**src/rtl/ppp_fifo.sv**
```systemverilog
// ---------------------------------------------------------------------------
// ppp_fifo
// Small register queue; head item visible while not empty.
// ---------------------------------------------------------------------------
module ppp_fifo #(
    parameter int WIDTH = 8,
    parameter int DEPTH = 2
) (
    input  logic             clk,
    input  logic             rst_n,
    input  logic             push,
    input  logic [WIDTH-1:0] wdata,
    output logic             full,
    input  logic             pop,
    output logic [WIDTH-1:0] rdata,
    output logic             empty
);

    localparam int AW = (DEPTH > 1) ? $clog2(DEPTH) : 1;
    localparam int CW = $clog2(DEPTH + 1);

    logic [WIDTH-1:0] mem_reg [DEPTH];
    logic [AW-1:0]    wr_ptr_reg, wr_ptr_next;
    logic [AW-1:0]    rd_ptr_reg, rd_ptr_next;
    logic [CW-1:0]    count_reg, count_next;
    logic             do_push, do_pop;

    // status and head item
    assign full    = (count_reg == CW'(DEPTH));
    assign empty   = (count_reg == '0);
    assign do_push = push && !full;
    assign do_pop  = pop && !empty;
    assign rdata   = mem_reg[rd_ptr_reg];

    // pointer and count update
    always_comb
    begin
        wr_ptr_next = wr_ptr_reg;
        rd_ptr_next = rd_ptr_reg;
        if (do_push)
            wr_ptr_next = (wr_ptr_reg == AW'(DEPTH - 1)) ? '0 : wr_ptr_reg + 1'b1;
        if (do_pop)
            rd_ptr_next = (rd_ptr_reg == AW'(DEPTH - 1)) ? '0 : rd_ptr_reg + 1'b1;
        count_next = count_reg + CW'(do_push) - CW'(do_pop);
    end

    always_ff @(posedge clk or negedge rst_n)
    begin
        if (!rst_n)
        begin
            wr_ptr_reg <= '0;
            rd_ptr_reg <= '0;
            count_reg  <= '0;
        end
        else
        begin
            wr_ptr_reg <= wr_ptr_next;
            rd_ptr_reg <= rd_ptr_next;
            count_reg  <= count_next;
        end
    end

    // storage
    always_ff @(posedge clk)
    begin
        if (do_push)
            mem_reg[wr_ptr_reg] <= wdata;
    end

    a_count_bound: assert property (@(posedge clk) disable iff (!rst_n)
        count_reg <= CW'(DEPTH))
        else $error("queue count above depth");

    a_pop_only: assert property (@(posedge clk) disable iff (!rst_n)
        do_pop && !do_push |=> count_reg == $past(count_reg) - 1'b1)
        else $error("queue count not lowered by pop");

endmodule

```
**config.mk**
```make
export PLATFORM = sky130hd
export DESIGN_NAME = ppp_fifo
export DESIGN_NICKNAME = d
export VERILOG_FILES = /design/src/rtl/ppp_fifo.sv
export SDC_FILE = /design/constraint.sdc
export NUM_CORES = 1
export LEC_CHECK = 0
export ABC_CLOCK_PERIOD_IN_PS = 1300
export BUFFER_PORTS_ARGS = -buffer_cell sky130_fd_sc_hd__buf_2
export CORE_MARGIN = 3
export CORE_UTILIZATION = 44
export CTS_CLUSTER_DIAMETER = 80
export DETAILED_ROUTE_END_ITERATION = 12
export PLACE_DENSITY_LB_ADDON = 0.05
export SLEW_MARGIN = 20
export SYNTH_ARGS = -nofsm -noshare
export SYNTH_HDL_FRONTEND = slang
export SYNTH_SLANG_ARGS = --single-unit
```
**constraint.sdc**
```tcl
create_clock -name clk -period 1.3 [get_ports clk]
set_input_delay 0.065 -clock clk [delete_from_list [all_inputs] [get_ports clk]]
set_output_delay 0.065 -clock clk [all_outputs]
set_load 0.01 [all_outputs]
```
==> results.tsv <==
metric	value	unit
hold_viol	0	
wire_per_inst	13.31	um
initial_core_util	0.4922	
antenna_found_initial	0	
syn2layout_area_growth	63.64	%
port_buffers	21	
rsz0062_at_grt	true	
row_count	14	
worstPathRequired	1.48	ns
drtIter0Drc	12	
final.setup.worst_slack	-0.1623	ns
die-height	48.23	um
gr-total-overflow	0	
yosys.area.top_type	edfxtp_1	
synth_compound_area_frac	0	
rr_startpoint	count_reg[0]	
drv_cap	0	
status	finished, violations left	
viasPerCell	4.442	
firstDrtPassIters	4	
ys_top_cells_by_area	edfxtp_1, dfrtp_1, mux2_2, xnor2_1, ha_1	
rr_worst_depth	7	
die_width	48.23	um
drive_above_1_share	0.6517	
synth_top_area_share	0.6124	
drv_slew	0	
ff2ff_setup_slack	-0.16	ns
ir_worst_vdd	1.412	mV
root_buffer	clkbuf_4	
final_cell_count_no_fill	113	
syn_area_per_cell	18.24	um2
antenna_left	0	
grt_usage	0.1563	
leakagePower	0.5383	nW
coreArea	1594	um2
critical_path_arrival	1.64	ns
pin_count	22	
ys_seq_area_frac	0.7400	
final_core_util	0.8053	
path_clk_slew	0.10	ns
vias	502	
maxSlewHeadroom	0.8727	
hold_slack	0.1117	ns
finalSetupTns	-0.3187	ns
synth_simple_gate_area_frac	0.04466	
worstSetupPathType	reg2reg	
dieArea	2326	um2
worstPathMaxFanout	3	
synth_xor_area_frac	0.04466	
grt_max_degree	12	
grt_first_pass_wirelength	2.401	mm
drt-total-wl	1.504	mm
cts_inserted_buffers	3	
synth_cell_types	14	
htreeDepth	1	
cts_tree	yes	
worst_pin_slew	0.1910	ns
muxShareOfSynthArea	0.1148	
setup_violations	7	
timing.fmax	683.9	MHz
dp_hpwl	888.1	um
insertion_delay	0.29	ns
syn_nets	57	
startpoint	count_reg[0]	
critPathCaptureType	flip-flop	
cp-start-kind	flip-flop	
fin_skew	0.006654	ns
violations	setup timing	
timing.final.crit_share	1.125	
gp_congestion	0.6749	
rr_endpoint	count_reg[1]	
nNetsFinal	104	
grt_pass1_vias	553	
endpoint	count_reg[1]	
largest_reg_flops	16	
period_needed	1.462	ns
syn-cell-area	784.5	um2
synth_top_family_by_area	multiplexers	
num_antenna_cells	0	
ys_ff_latch	20	
synth_fa_ha_area_frac	0.03190	
dp_cells	92	
synth_warnings	0	
clkSinkCount	20	
clockBufferDepth	2	
p_per_area	2122	nW/um2
synth_cells	43	
drt_drc_violations_left	0	
hold_path_class	in2async	
per-stage QoR:
stage          cell area [um2]  total power, W  setup WS (ns)
3_5_place_dp             964.7        0.001846        -0.2186
3_3_place_gp             964.7        0.001817        -0.1444
2_1_floorplan            803.3        0.001561        -0.1567
4_1_cts                   1270        0.002679        -0.1578
6_report                  1284        0.002725        -0.1623
5_1_grt                   1284        0.002911        -0.2553
worst min path at each step:
| stage | start | end | depth (start not counted) |
|---|---|---|---|
| final | rst_n | wr_ptr_reg | 2 |
| after global routing | rst_n | count_reg[0] | 2 |
| after CTS | rst_n | count_reg[0] | 2 |
| after detailed placement | rst_n | count_reg[0] | 1 |
| after global placement | rst_n | count_reg[0] | 1 |
| after floorplan | rst_n | count_reg[0] | 0 |
layout by cell type (no fill, tap or decap), types with 2 or more instances in the layout:
cell type      instances
edfxtp_1              16
buf_6                 14
ha_4                   2
clkbuf_4               3
xnor2_1                2
dlygate4sd3_1          9
nor2_4                 2
mux2_4                 4
buf_2                 13
mux2_2                 4
dfrtp_2                3
buf_4                  7
per-layer routing:
metal / global-route usage / wire length, um
met1: 0.1794 / 586
met4: 0.04839 / 0
met3: 0.03321 / 55
met2: 0.2865 / 862
met5: 0 / 0
critical path, stage by stage, from the launching register on:
cell	delay [ns]
dfrtp_2	0.45
nor2_4	0.16
nor2b_4	0.06
ha_4	0.25
inv_2	0.03
ha_4	0.15
xnor2_2	0.13
xnor2_1	0.12
cell families after synthesis:
logic type               after synthesis
buffers and inverters                  3
multiplexers                           8
AND/OR/NAND/NOR                        6
adder cells (fa/ha/maj)                2
flip-flops                            20
XOR/XNOR                               4
where the power goes:
group / leakage (nW) / internal [W] / switching (W) / total, W
sequential: 0.192 / 0.000905 / 0.000121 / 0.00103
combinational: 0.331 / 0.000873 / 0.000533 / 0.00141
clock: 0.0150 / 0.000119 / 0.000173 / 0.000292
synthesized netlist by cell type, drive strengths merged:
library cell	n
and3	1
buf	1
dfrtp	4
edfxtp	16
ha	2
inv	2
mux2	8
nand2	1
nand2b	1
nor2	2
nor2b	1
xnor2	3
xor2	1
cell type report:
cell class	instances	area, um2
clock buffers	4	26.28
fillers	90	310.3
inverters	2	7.507
multi-input cells	20	270.3
flip-flops and latches	20	584.3
well taps	24	30.03
repair buffers	43	365.4
repair_timing:
item                                   in CTS  in global routing
endpoints found under the hold margin      20                  0
hold buffers                                9                  0
pin swaps                                   3                  2
setup endpoints to repair                  18                 28
resized for setup                          25                  8
setup buffers                               9                  1
Power figures use the tool's default switching activity.
